File: config.mk
export PLATFORM = sky130hd
export DESIGN_NAME = paged_memory_fifo_lru_replacement
export DESIGN_NICKNAME = d
export VERILOG_FILES = /design/src/sv/pmfl_pkg.sv /design/src/sv/paged_memory_fifo_lru_replacement.sv /design/src/sv/pmfl_page_table.sv /design/src/sv/pmfl_frame_store.sv
export SDC_FILE = /design/constraint.sdc
export NUM_CORES = 2
export LEC_CHECK = 0
export BUFFER_PORTS_ARGS = -buffer_cell sky130_fd_sc_hd__buf_2
export CORE_ASPECT_RATIO = 1.75
export CORE_MARGIN = 5
export CORE_UTILIZATION = 35
export DETAILED_ROUTE_END_ITERATION = 16
export HOLD_SLACK_MARGIN = 0.1
export SLEW_MARGIN = 20
export SYNTH_ARGS = -nofsm -noshare
export SYNTH_HDL_FRONTEND = slang
export SYNTH_SLANG_ARGS = --single-unit
File: constraint.sdc
create_clock -name clk -period 6.5 [get_ports clk]
set_input_delay 0.65 -clock clk [delete_from_list [all_inputs] [get_ports clk]]
set_output_delay 0.65 -clock clk [all_outputs]
set_load 0.005 [all_outputs]
File: src/sv/pmfl_pkg.sv
// Shared constants and command types for the paged memory block.
`timescale 1ns / 1ps
package pmfl_pkg;

  localparam int NUM_VPAGES = 16;
  localparam int PAGE_WORDS = 8;
  localparam int VPAGE_W    = 4;
  localparam int OFFSET_W   = 3;
  localparam int VADDR_W    = VPAGE_W + OFFSET_W;
  localparam int STAMP_W    = 32;

  typedef struct packed {
    logic rd;
    logic wr;
    logic set_valid;
    logic clr_valid;
  } pt_cmd_t;

  typedef struct packed {
    logic fill_start;
    logic rd;
    logic wr;
  } fs_cmd_t;

endpackage

File: src/sv/paged_memory_fifo_lru_replacement.sv
// Paged memory top level: request sequencer with FIFO/LRU victim search over the page table.
// A hit passes lookup, access and response; a fault on a free frame adds the frame refill.
// A fault with eviction adds a stamp scan over all NUM_VPAGES pages before the refill.
// One request in flight; the response waits while out_tready stalls.
// Synchronous active-low reset clears valid bits and the free and scan counters.
// The stamp resets to 1; there is no clearing pass after reset.
`timescale 1ns / 1ps
module paged_memory_fifo_lru_replacement #(
  parameter int  DATA_WIDTH = 32,
  parameter int  NUM_FRAMES = 4,
  localparam int FRAME_W    = (NUM_FRAMES > 1) ? $clog2(NUM_FRAMES) : 1
) (
  input  logic clk,
  input  logic rst_n,
  input  logic cfg_we,
  input  logic cfg_wdata,
  input  logic in_tvalid,
  output logic in_tready,
  // vaddr, wdata
  input  logic [((pmfl_pkg::VADDR_W + DATA_WIDTH + 7) / 8) * 8 - 1:0] in_tdata,
  // req_type
  input  logic in_tuser,
  output logic out_tvalid,
  input  logic out_tready,
  // rdata, page_fault, evicted, victim_page, frame_used
  output logic [((DATA_WIDTH + 2 + pmfl_pkg::VPAGE_W + FRAME_W + 7) / 8) * 8 - 1:0] out_tdata
);
  import pmfl_pkg::*;

  localparam int OUT_W  = ((DATA_WIDTH + 2 + VPAGE_W + FRAME_W + 7) / 8) * 8;
  localparam int FCNT_W = $clog2(NUM_FRAMES + 1);
  localparam int SCNT_W = VPAGE_W + 1;

  localparam logic [2:0] S_IDLE   = 3'd0;
  localparam logic [2:0] S_LOOKUP = 3'd1;
  localparam logic [2:0] S_SCAN   = 3'd2;
  localparam logic [2:0] S_FILL   = 3'd3;
  localparam logic [2:0] S_ACCESS = 3'd4;
  localparam logic [2:0] S_RESP   = 3'd5;

  logic [2:0]            state_r, state_nxt;
  logic                  is_wr_r, is_wr_nxt;
  logic [VPAGE_W-1:0]    page_r, page_nxt;
  logic [OFFSET_W-1:0]   offset_r, offset_nxt;
  logic [DATA_WIDTH-1:0] wdata_r, wdata_nxt;
  logic                  fault_r, fault_nxt;
  logic                  evicted_r, evicted_nxt;
  logic [VPAGE_W-1:0]    victim_r, victim_nxt;
  logic [FRAME_W-1:0]    frame_r, frame_nxt;
  logic [SCNT_W-1:0]     scan_cnt_r, scan_cnt_nxt;
  logic [VPAGE_W-1:0]    scan_idx_r, scan_idx_nxt;
  logic                  scan_pend_r, scan_pend_nxt;
  logic                  found_r, found_nxt;
  logic [VPAGE_W-1:0]    best_page_r, best_page_nxt;
  logic [STAMP_W-1:0]    best_stamp_r, best_stamp_nxt;
  logic [FRAME_W-1:0]    best_frame_r, best_frame_nxt;
  logic [FCNT_W-1:0]     free_cnt_r, free_cnt_nxt;
  logic [STAMP_W-1:0]    stamp_r, stamp_nxt;
  logic                  policy_r;
  logic                  out_valid_r, out_valid_nxt;
  logic [OUT_W-1:0]      out_data_r, out_data_nxt;

  pt_cmd_t               pt_cmd;
  logic [VPAGE_W-1:0]    pt_rd_page;
  logic [FRAME_W-1:0]    pt_wr_frame;
  logic [FRAME_W-1:0]    pt_rd_frame;
  logic [STAMP_W-1:0]    pt_rd_stamp;
  logic                  pt_rd_valid;
  fs_cmd_t               fs_cmd;
  logic [DATA_WIDTH-1:0] fs_rdata;
  logic                  fs_fill_done;
  logic [DATA_WIDTH-1:0] resp_data;
  logic                  in_xfer;
  logic                  scan_issue;

  assign in_tready  = (state_r == S_IDLE);
  assign in_xfer    = in_tvalid && in_tready;
  assign scan_issue = !scan_cnt_r[VPAGE_W];

  always_comb begin
    if (is_wr_r) begin
      resp_data = '0;
    end else if (fault_r) begin
      resp_data = {DATA_WIDTH{1'b1}};
    end else begin
      resp_data = fs_rdata;
    end
  end

  always_comb begin
    state_nxt      = state_r;
    is_wr_nxt      = is_wr_r;
    page_nxt       = page_r;
    offset_nxt     = offset_r;
    wdata_nxt      = wdata_r;
    fault_nxt      = fault_r;
    evicted_nxt    = evicted_r;
    victim_nxt     = victim_r;
    frame_nxt      = frame_r;
    scan_cnt_nxt   = scan_cnt_r;
    scan_idx_nxt   = scan_idx_r;
    scan_pend_nxt  = scan_pend_r;
    found_nxt      = found_r;
    best_page_nxt  = best_page_r;
    best_stamp_nxt = best_stamp_r;
    best_frame_nxt = best_frame_r;
    free_cnt_nxt   = free_cnt_r;
    stamp_nxt      = stamp_r;
    out_valid_nxt  = out_valid_r && !out_tready;
    out_data_nxt   = out_data_r;
    pt_cmd         = '0;
    pt_rd_page     = in_tdata[VADDR_W-1:OFFSET_W];
    pt_wr_frame    = frame_r;
    fs_cmd         = '0;

    case (state_r)
      S_IDLE: begin
        if (in_xfer) begin
          is_wr_nxt   = in_tuser;
          page_nxt    = in_tdata[VADDR_W-1:OFFSET_W];
          offset_nxt  = in_tdata[OFFSET_W-1:0];
          wdata_nxt   = in_tdata[VADDR_W +: DATA_WIDTH];
          fault_nxt   = 1'b0;
          evicted_nxt = 1'b0;
          victim_nxt  = '0;
          pt_cmd.rd   = 1'b1;
          state_nxt   = S_LOOKUP;
        end
      end
      S_LOOKUP: begin
        if (pt_rd_valid) begin
          frame_nxt = pt_rd_frame;
          if (policy_r) begin
            pt_wr_frame = pt_rd_frame;
            pt_cmd.wr   = 1'b1;
            stamp_nxt   = stamp_r + 1'b1;
          end
          state_nxt = S_ACCESS;
        end else begin
          fault_nxt = 1'b1;
          if (free_cnt_r < FCNT_W'(NUM_FRAMES)) begin
            frame_nxt         = FRAME_W'(free_cnt_r);
            free_cnt_nxt      = free_cnt_r + 1'b1;
            fs_cmd.fill_start = 1'b1;
            state_nxt         = S_FILL;
          end else begin
            scan_cnt_nxt  = '0;
            scan_pend_nxt = 1'b0;
            found_nxt     = 1'b0;
            state_nxt     = S_SCAN;
          end
        end
      end
      S_SCAN: begin
        pt_rd_page    = scan_cnt_r[VPAGE_W-1:0];
        pt_cmd.rd     = scan_issue;
        scan_pend_nxt = scan_issue;
        if (scan_issue) begin
          scan_cnt_nxt = scan_cnt_r + 1'b1;
          scan_idx_nxt = scan_cnt_r[VPAGE_W-1:0];
        end
        // strict compare keeps the lowest page on equal stamps
        if (scan_pend_r && pt_rd_valid && (!found_r || (pt_rd_stamp < best_stamp_r))) begin
          found_nxt      = 1'b1;
          best_page_nxt  = scan_idx_r;
          best_stamp_nxt = pt_rd_stamp;
          best_frame_nxt = pt_rd_frame;
        end
        if (!scan_issue && !scan_pend_r) begin
          if (found_r) begin
            evicted_nxt      = 1'b1;
            victim_nxt       = best_page_r;
            frame_nxt        = best_frame_r;
            pt_cmd.clr_valid = 1'b1;
          end else begin
            frame_nxt = '0;
          end
          fs_cmd.fill_start = 1'b1;
          state_nxt         = S_FILL;
        end
      end
      S_FILL: begin
        if (fs_fill_done) begin
          pt_cmd.wr        = 1'b1;
          pt_cmd.set_valid = 1'b1;
          stamp_nxt        = stamp_r + 1'b1;
          state_nxt        = S_ACCESS;
        end
      end
      S_ACCESS: begin
        fs_cmd.wr = is_wr_r;
        fs_cmd.rd = !is_wr_r;
        state_nxt = S_RESP;
      end
      S_RESP: begin
        if (!out_valid_r || out_tready) begin
          out_valid_nxt = 1'b1;
          out_data_nxt  = OUT_W'({frame_r, victim_r, evicted_r, fault_r, resp_data});
          state_nxt     = S_IDLE;
        end
      end
      default: begin
        state_nxt = S_IDLE;
      end
    endcase
  end

  always_ff @(posedge clk) begin
    if (!rst_n) begin
      state_r     <= S_IDLE;
      free_cnt_r  <= '0;
      stamp_r     <= STAMP_W'(1);
      policy_r    <= 1'b0;
      out_valid_r <= 1'b0;
      scan_cnt_r  <= '0;
      scan_pend_r <= 1'b0;
      found_r     <= 1'b0;
    end else begin
      state_r     <= state_nxt;
      free_cnt_r  <= free_cnt_nxt;
      stamp_r     <= stamp_nxt;
      out_valid_r <= out_valid_nxt;
      scan_cnt_r  <= scan_cnt_nxt;
      scan_pend_r <= scan_pend_nxt;
      found_r     <= found_nxt;
      if (cfg_we) begin
        policy_r <= cfg_wdata;
      end
    end
  end

  always_ff @(posedge clk) begin
    is_wr_r      <= is_wr_nxt;
    page_r       <= page_nxt;
    offset_r     <= offset_nxt;
    wdata_r      <= wdata_nxt;
    fault_r      <= fault_nxt;
    evicted_r    <= evicted_nxt;
    victim_r     <= victim_nxt;
    frame_r      <= frame_nxt;
    scan_idx_r   <= scan_idx_nxt;
    best_page_r  <= best_page_nxt;
    best_stamp_r <= best_stamp_nxt;
    best_frame_r <= best_frame_nxt;
    out_data_r   <= out_data_nxt;
  end

  pmfl_page_table #(
    .FRAME_W (FRAME_W)
  ) u_page_table (
    .clk      (clk),
    .rst_n    (rst_n),
    .cmd      (pt_cmd),
    .rd_page  (pt_rd_page),
    .wr_page  (page_r),
    .clr_page (best_page_r),
    .wr_frame (pt_wr_frame),
    .wr_stamp (stamp_r),
    .rd_frame (pt_rd_frame),
    .rd_stamp (pt_rd_stamp),
    .rd_valid (pt_rd_valid)
  );

  // frame_nxt carries the new frame at fill start and equals frame_r during access
  pmfl_frame_store #(
    .NUM_FRAMES (NUM_FRAMES),
    .FRAME_W    (FRAME_W),
    .DATA_WIDTH (DATA_WIDTH)
  ) u_frame_store (
    .clk       (clk),
    .rst_n     (rst_n),
    .cmd       (fs_cmd),
    .frame     (frame_nxt),
    .offset    (offset_r),
    .wdata     (wdata_r),
    .rdata     (fs_rdata),
    .fill_done (fs_fill_done)
  );

  assign out_tvalid = out_valid_r;
  assign out_tdata  = out_data_r;

endmodule

File: src/sv/pmfl_page_table.sv
// Page table: valid bits in flops, frame and stamp per page in a synchronous memory.
`timescale 1ns / 1ps
module pmfl_page_table #(
  parameter int FRAME_W = 2
) (
  input  logic                          clk,
  input  logic                          rst_n,
  input  pmfl_pkg::pt_cmd_t             cmd,
  input  logic [pmfl_pkg::VPAGE_W-1:0]  rd_page,
  input  logic [pmfl_pkg::VPAGE_W-1:0]  wr_page,
  input  logic [pmfl_pkg::VPAGE_W-1:0]  clr_page,
  input  logic [FRAME_W-1:0]            wr_frame,
  input  logic [pmfl_pkg::STAMP_W-1:0]  wr_stamp,
  output logic [FRAME_W-1:0]            rd_frame,
  output logic [pmfl_pkg::STAMP_W-1:0]  rd_stamp,
  output logic                          rd_valid
);
  import pmfl_pkg::*;

  logic [NUM_VPAGES-1:0] valid_r;
  logic [FRAME_W-1:0]    frame_mem [0:NUM_VPAGES-1];
  logic [STAMP_W-1:0]    stamp_mem [0:NUM_VPAGES-1];
  logic [FRAME_W-1:0]    rd_frame_r;
  logic [STAMP_W-1:0]    rd_stamp_r;
  logic                  rd_valid_r;

  always_ff @(posedge clk) begin
    if (cmd.wr) begin
      frame_mem[wr_page] <= wr_frame;
      stamp_mem[wr_page] <= wr_stamp;
    end
    if (cmd.rd) begin
      rd_frame_r <= frame_mem[rd_page];
      rd_stamp_r <= stamp_mem[rd_page];
      rd_valid_r <= valid_r[rd_page];
    end
  end

  always_ff @(posedge clk) begin
    if (!rst_n) begin
      valid_r <= '0;
    end else begin
      if (cmd.clr_valid) begin
        valid_r[clr_page] <= 1'b0;
      end
      if (cmd.set_valid) begin
        valid_r[wr_page] <= 1'b1;
      end
    end
  end

  assign rd_frame = rd_frame_r;
  assign rd_stamp = rd_stamp_r;
  assign rd_valid = rd_valid_r;

endmodule

File: src/sv/pmfl_frame_store.sv
// Physical frame store with a one-word-per-cycle refill sweep of a whole frame.
`timescale 1ns / 1ps
module pmfl_frame_store #(
  parameter int NUM_FRAMES = 4,
  parameter int FRAME_W    = 2,
  parameter int DATA_WIDTH = 32
) (
  input  logic                          clk,
  input  logic                          rst_n,
  input  pmfl_pkg::fs_cmd_t             cmd,
  input  logic [FRAME_W-1:0]            frame,
  input  logic [pmfl_pkg::OFFSET_W-1:0] offset,
  input  logic [DATA_WIDTH-1:0]         wdata,
  output logic [DATA_WIDTH-1:0]         rdata,
  output logic                          fill_done
);
  import pmfl_pkg::*;

  localparam int DEPTH  = NUM_FRAMES * PAGE_WORDS;
  localparam int ADDR_W = $clog2(DEPTH);

  logic [DATA_WIDTH-1:0] mem [0:DEPTH-1];
  logic [DATA_WIDTH-1:0] rdata_r;
  logic                  fill_busy_r;
  logic [OFFSET_W-1:0]   fill_cnt_r;
  logic [FRAME_W-1:0]    fill_frame_r;
  logic [ADDR_W-1:0]     acc_addr;
  logic [ADDR_W-1:0]     wr_addr;
  logic [DATA_WIDTH-1:0] wr_data;
  logic                  wr_en;

  assign fill_done = fill_busy_r && (fill_cnt_r == OFFSET_W'(PAGE_WORDS - 1));
  assign acc_addr  = ADDR_W'({frame, offset});
  assign wr_addr   = fill_busy_r ? ADDR_W'({fill_frame_r, fill_cnt_r}) : acc_addr;
  assign wr_data   = fill_busy_r ? {DATA_WIDTH{1'b1}} : wdata;
  assign wr_en     = fill_busy_r || cmd.wr;

  always_ff @(posedge clk) begin
    if (wr_en) begin
      mem[wr_addr] <= wr_data;
    end
    if (cmd.rd) begin
      rdata_r <= mem[acc_addr];
    end
  end

  always_ff @(posedge clk) begin
    if (cmd.fill_start) begin
      fill_cnt_r   <= '0;
      fill_frame_r <= frame;
    end else if (fill_busy_r) begin
      fill_cnt_r <= fill_cnt_r + 1'b1;
    end
  end

  always_ff @(posedge clk) begin
    if (!rst_n) begin
      fill_busy_r <= 1'b0;
    end else if (cmd.fill_start) begin
      fill_busy_r <= 1'b1;
    end else if (fill_done) begin
      fill_busy_r <= 1'b0;
    end
  end

  assign rdata = rdata_r;

endmodule
==> reports/metrics.json <==
{
  "status": {"value": "finished, final reports clean"},
  "htreeDepth": {"value": 4},
  "syn2layout_area_growth": {"value": 13.29, "unit": "%"},
  "synthFlopType": {"value": "edfxtp_1"},
  "place.detailed.hpwl": {"value": 99590, "unit": "µm"},
  "crit-reg2reg-launch": {"value": "state_r[2]"},
  "core_area": {"value": 0.2036, "unit": "mm²"},
  "first_global_vias": {"value": 36910},
  "clock_skew": {"value": 32.93, "unit": "ps"},
  "worstHoldPathType": {"value": "input pin to flop"},
  "fin_crit": {"value": 4427, "unit": "ps"},
  "synth.area.top_cells": {"value": "edfxtp_1, mux4_2, mux2i_1, nand2_1, dfxtp_1"},
  "post_cts_buffers": {"value": 0},
  "regMostFlops": {"value": "u_frame_store.mem"},
  "timing.setup.tns": {"value": 0, "unit": "ps"},
  "drt_drc_violations_left": {"value": 0},
  "clock_latency_at_the_later_pin_of_the_worst_skew_pair": {"value": 800, "unit": "ps"},
  "finalInstanceArea": {"value": 0.08121, "unit": "mm²"},
  "total_number_of_placement_rows": {"value": 219},
  "worstSetupEndpointType": {"value": "flop"},
  "hold_viol_final": {"value": 0},
  "finalNetCount": {"value": 4187},
  "track_usage": {"value": 15.82, "unit": "%"},
  "list_of_cells_traversed_by_the_critical_path": {"value": "or3b_1 -> inv_1 -> and3_1 -> a211oi_4 -> and2_4 -> inv_12 -> o32a_1 -> nor2_4 -> buf_4"},
  "max_cap_viols": {"value": 0},
  "yosys.area.top_type": {"value": "edfxtp_1"},
  "numPlacedInstances": {"value": 6556},
  "instances_no_fill": {"value": 6872},
  "tritoncts": {"value": "yes"},
  "grt_overflow": {"value": 0},
  "slowest_delay": {"value": 860, "unit": "ps"},
  "grt_max_degree": {"value": 111},
  "postPlaceCellArea": {"value": 0.07583, "unit": "mm²"},
  "cts_inserted_buffers": {"value": 157},
  "nFillCells": {"value": 18090},
  "vias_per_cell": {"value": 5.269},
  "route.antenna.remaining_nets": {"value": 0},
  "cts_sinks": {"value": 1834},
  "design.die.area": {"value": 0.2143, "unit": "mm²"},
  "yosysWarningCount": {"value": 0},
  "die_x": {"value": 352.1, "unit": "µm"},
  "postRouteWirelength": {"value": 173600, "unit": "µm"},
  "finalPower": {"value": 27.27, "unit": "mW"},
  "fraction_of_synthesized_cell_area_taken_by_the_top_area_cell_type": {"value": 73.94, "unit": "%"},
  "path_clk_slew": {"value": 70, "unit": "ps"},
  "worstSetupStartpoint": {"value": "state_r[2]"},
  "worst-setup-path-type": {"value": "flop to flop"},
  "synthesized_nets": {"value": 4029},
  "worst_path_max_delay_cell": {"value": "nor2_4"},
  "worst_path_maximum_fanout": {"value": 28},
  "dr.pass1.iters": {"value": 5},
  "maxClockFrequency": {"value": 225.9, "unit": "MHz"},
  "finalWeightedCongestion": {"value": 0.7851},
  "synth_sequential_area_ratio": {"value": 75.87, "unit": "%"},
  "post_detailed_route_wirelength_per_cell": {"value": 25.26, "unit": "µm"},
  "largest_register_ff_count": {"value": 1024},
  "standby_leakage_power": {"value": 25.77, "unit": "nW"},
  "detail_route.iter0.violations": {"value": 3183},
  "die_height": {"value": 608.7, "unit": "µm"},
  "worst_ir_drop_vdd": {"value": 363.5, "unit": "µV"},
  "critPathRequiredTime": {"value": 6960, "unit": "ps"},
  "detailroute.via_count": {"value": 36210},
  "initial_utilization": {"value": 35.21, "unit": "%"},
  "arrival": {"value": 4880, "unit": "ps"},
  "netlist_instances": {"value": 3946},
  "cts.root.buffer_cell": {"value": "clkbuf_16"},
  "final_setup_violation_count": {"value": 0},
  "timing.hold.worst.start": {"value": "in_tdata[4]"},
  "final-max-slew-violation-count": {"value": 0},
  "final_min_period_over_clock_period": {"value": 68.10, "unit": "%"},
  "slew_headroom": {"value": 27.58, "unit": "%"},
  "rsz0062_at_grt": {"value": "false"},
  "worstMarginPinSlew": {"value": 1084, "unit": "ps"},
  "grt_pass1_wl": {"value": 253300, "unit": "µm"},
  "worstSetupStartpointType": {"value": "flop"},
  "drive_above_1_share": {"value": 18.85, "unit": "%"},
  "synth_enable_flop_cells": {"value": 1765},
  "mappedNetlistArea": {"value": 0.07168, "unit": "mm²"},
  "antenna_found_initial": {"value": 15},
  "number_of_storage_elements_in_the_synthesis_netlist": {"value": 1834},
  "power_density": {"value": 335.8, "unit": "mW/mm²"},
  "netlist-cell-type-count": {"value": 66},
  "io_pins": {"value": 89},
  "cts_resized": {"value": 0},
  "syn_avg_cell_area": {"value": 18.17, "unit": "µm²"},
  "async_reset_ff_share": {"value": 0, "unit": "%"},
  "placement.io_buffers": {"value": 87},
  "cts_max_path_buffers": {"value": 4},
  "cts-hold-fix-buffers": {"value": 41}
}
per-stage QoR:
step           hold WS [ps]  setup WS (ps)  utilization [%]
6_report              171.9           2073            39.89
5_1_grt               126.3           1849            39.89
3_3_place_gp          403.5           2125            37.19
2_1_floorplan         400.3           1907                -
3_5_place_dp          407.1           2046            37.25
4_1_cts               102.5           2007            39.89
cell type report:
cell class	instances	area, µm²	share of cell area [%]
sequential	1834	54380	66.97
clock buffer	201	4219	5.195
multi-input combinational	1849	16630	20.48
clock inverter	72	745.7	0.9182
inverter	45	183.9	0.2265
timing repair buffer	217	1724	2.123
antenna	2	5.005	0.006163
tap	2652	3318	4.086
kinds of logic after synthesis:
kind of cell / count (synthesis) / synth area share [%]
simple gates: 881 / 5.767
mux: 548 / 12.19
fa+ha+maj: 36 / 0.6284
buf+inv: 263 / 1.571
xor+xnor: 32 / 0.3910
compound gates: 352 / 3.592
flops: 1834 / 75.87
metal layers:
| layer | vias to the layer above | wire [µm] | global-route usage (%) |
|---|---|---|---|
| met5 | - | 7 | 0 |
| met4 | 2 | 5990 | 5.285 |
| met3 | 288 | 9562 | 2.213 |
| met2 | 1090 | 89690 | 28.11 |
| met1 | 18990 | 68340 | 19.95 |
| li1 | 15830 | - | - |
layout by cell type (no fill, tap or decap), types with 37 or more instances in the layout:
master         Yosys  layout
nor2_1           139      91
nand3b_1          37      37
mux2i_1          255     253
nor2_4             0      48
a31oi_1           90      89
and2_1            77      77
mux4_2           256     256
nand3_1           59      59
buf_2             45      87
buf_4              4      74
clkbuf_16          0     161
inv_1             42      41
dfxtp_1           69      68
nand2_1          420     420
dlygate4sd3_1      0      41
a211oi_1          70      70
a21oi_1           40      40
edfxtp_1        1765    1765
Yosys cell counts, drive strengths merged (3+ instances only):
library cell  count
nand3b           37
nor3             13
o21ai            32
nor3b             3
xor2              9
a22oi             3
a32o             36
nand2           420
inv              45
a221o            35
nor2            139
mux2i           255
mux4            256
ha               36
mux2             37
a211oi           71
o21a              4
xnor2            23
and2            107
dfxtp            69
nand2b           11
buf              67
a21o              7
and3              9
edfxtp         1765
nor2b            16
a21oi            40
and4              7
a31oi            91
or2              34
a21boi           18
nand3            59
nand4            16
clkbuf          151
worst paths after layout:
path	end	slack [ps]	cells after the start
worst max-delay path	u_frame_store.mem[0][13]	2070	9
worst max register to register	u_frame_store.mem[0][13]	2070	9
worst min register to register	best_page_r[2]	420	0
worst min-delay path	page_r[1]	170	1
critical path, delay by kind of cell (launching register included):
family | cells | cell delay, ps
AO/OA/AOI/OAI | 2 | 820
flip-flops | 1 | 720
AND/OR/NAND/NOR | 4 | 1810
buffers and inverters | 3 | 690
power breakdown:
part	switching [mW]	internal, mW
Sequential	0.210	13.8
Combinational	2.64	1.35
Clock	4.16	5.17
Total	7.00	20.3
No activity file was read; power rests on OpenSTA's default activity.
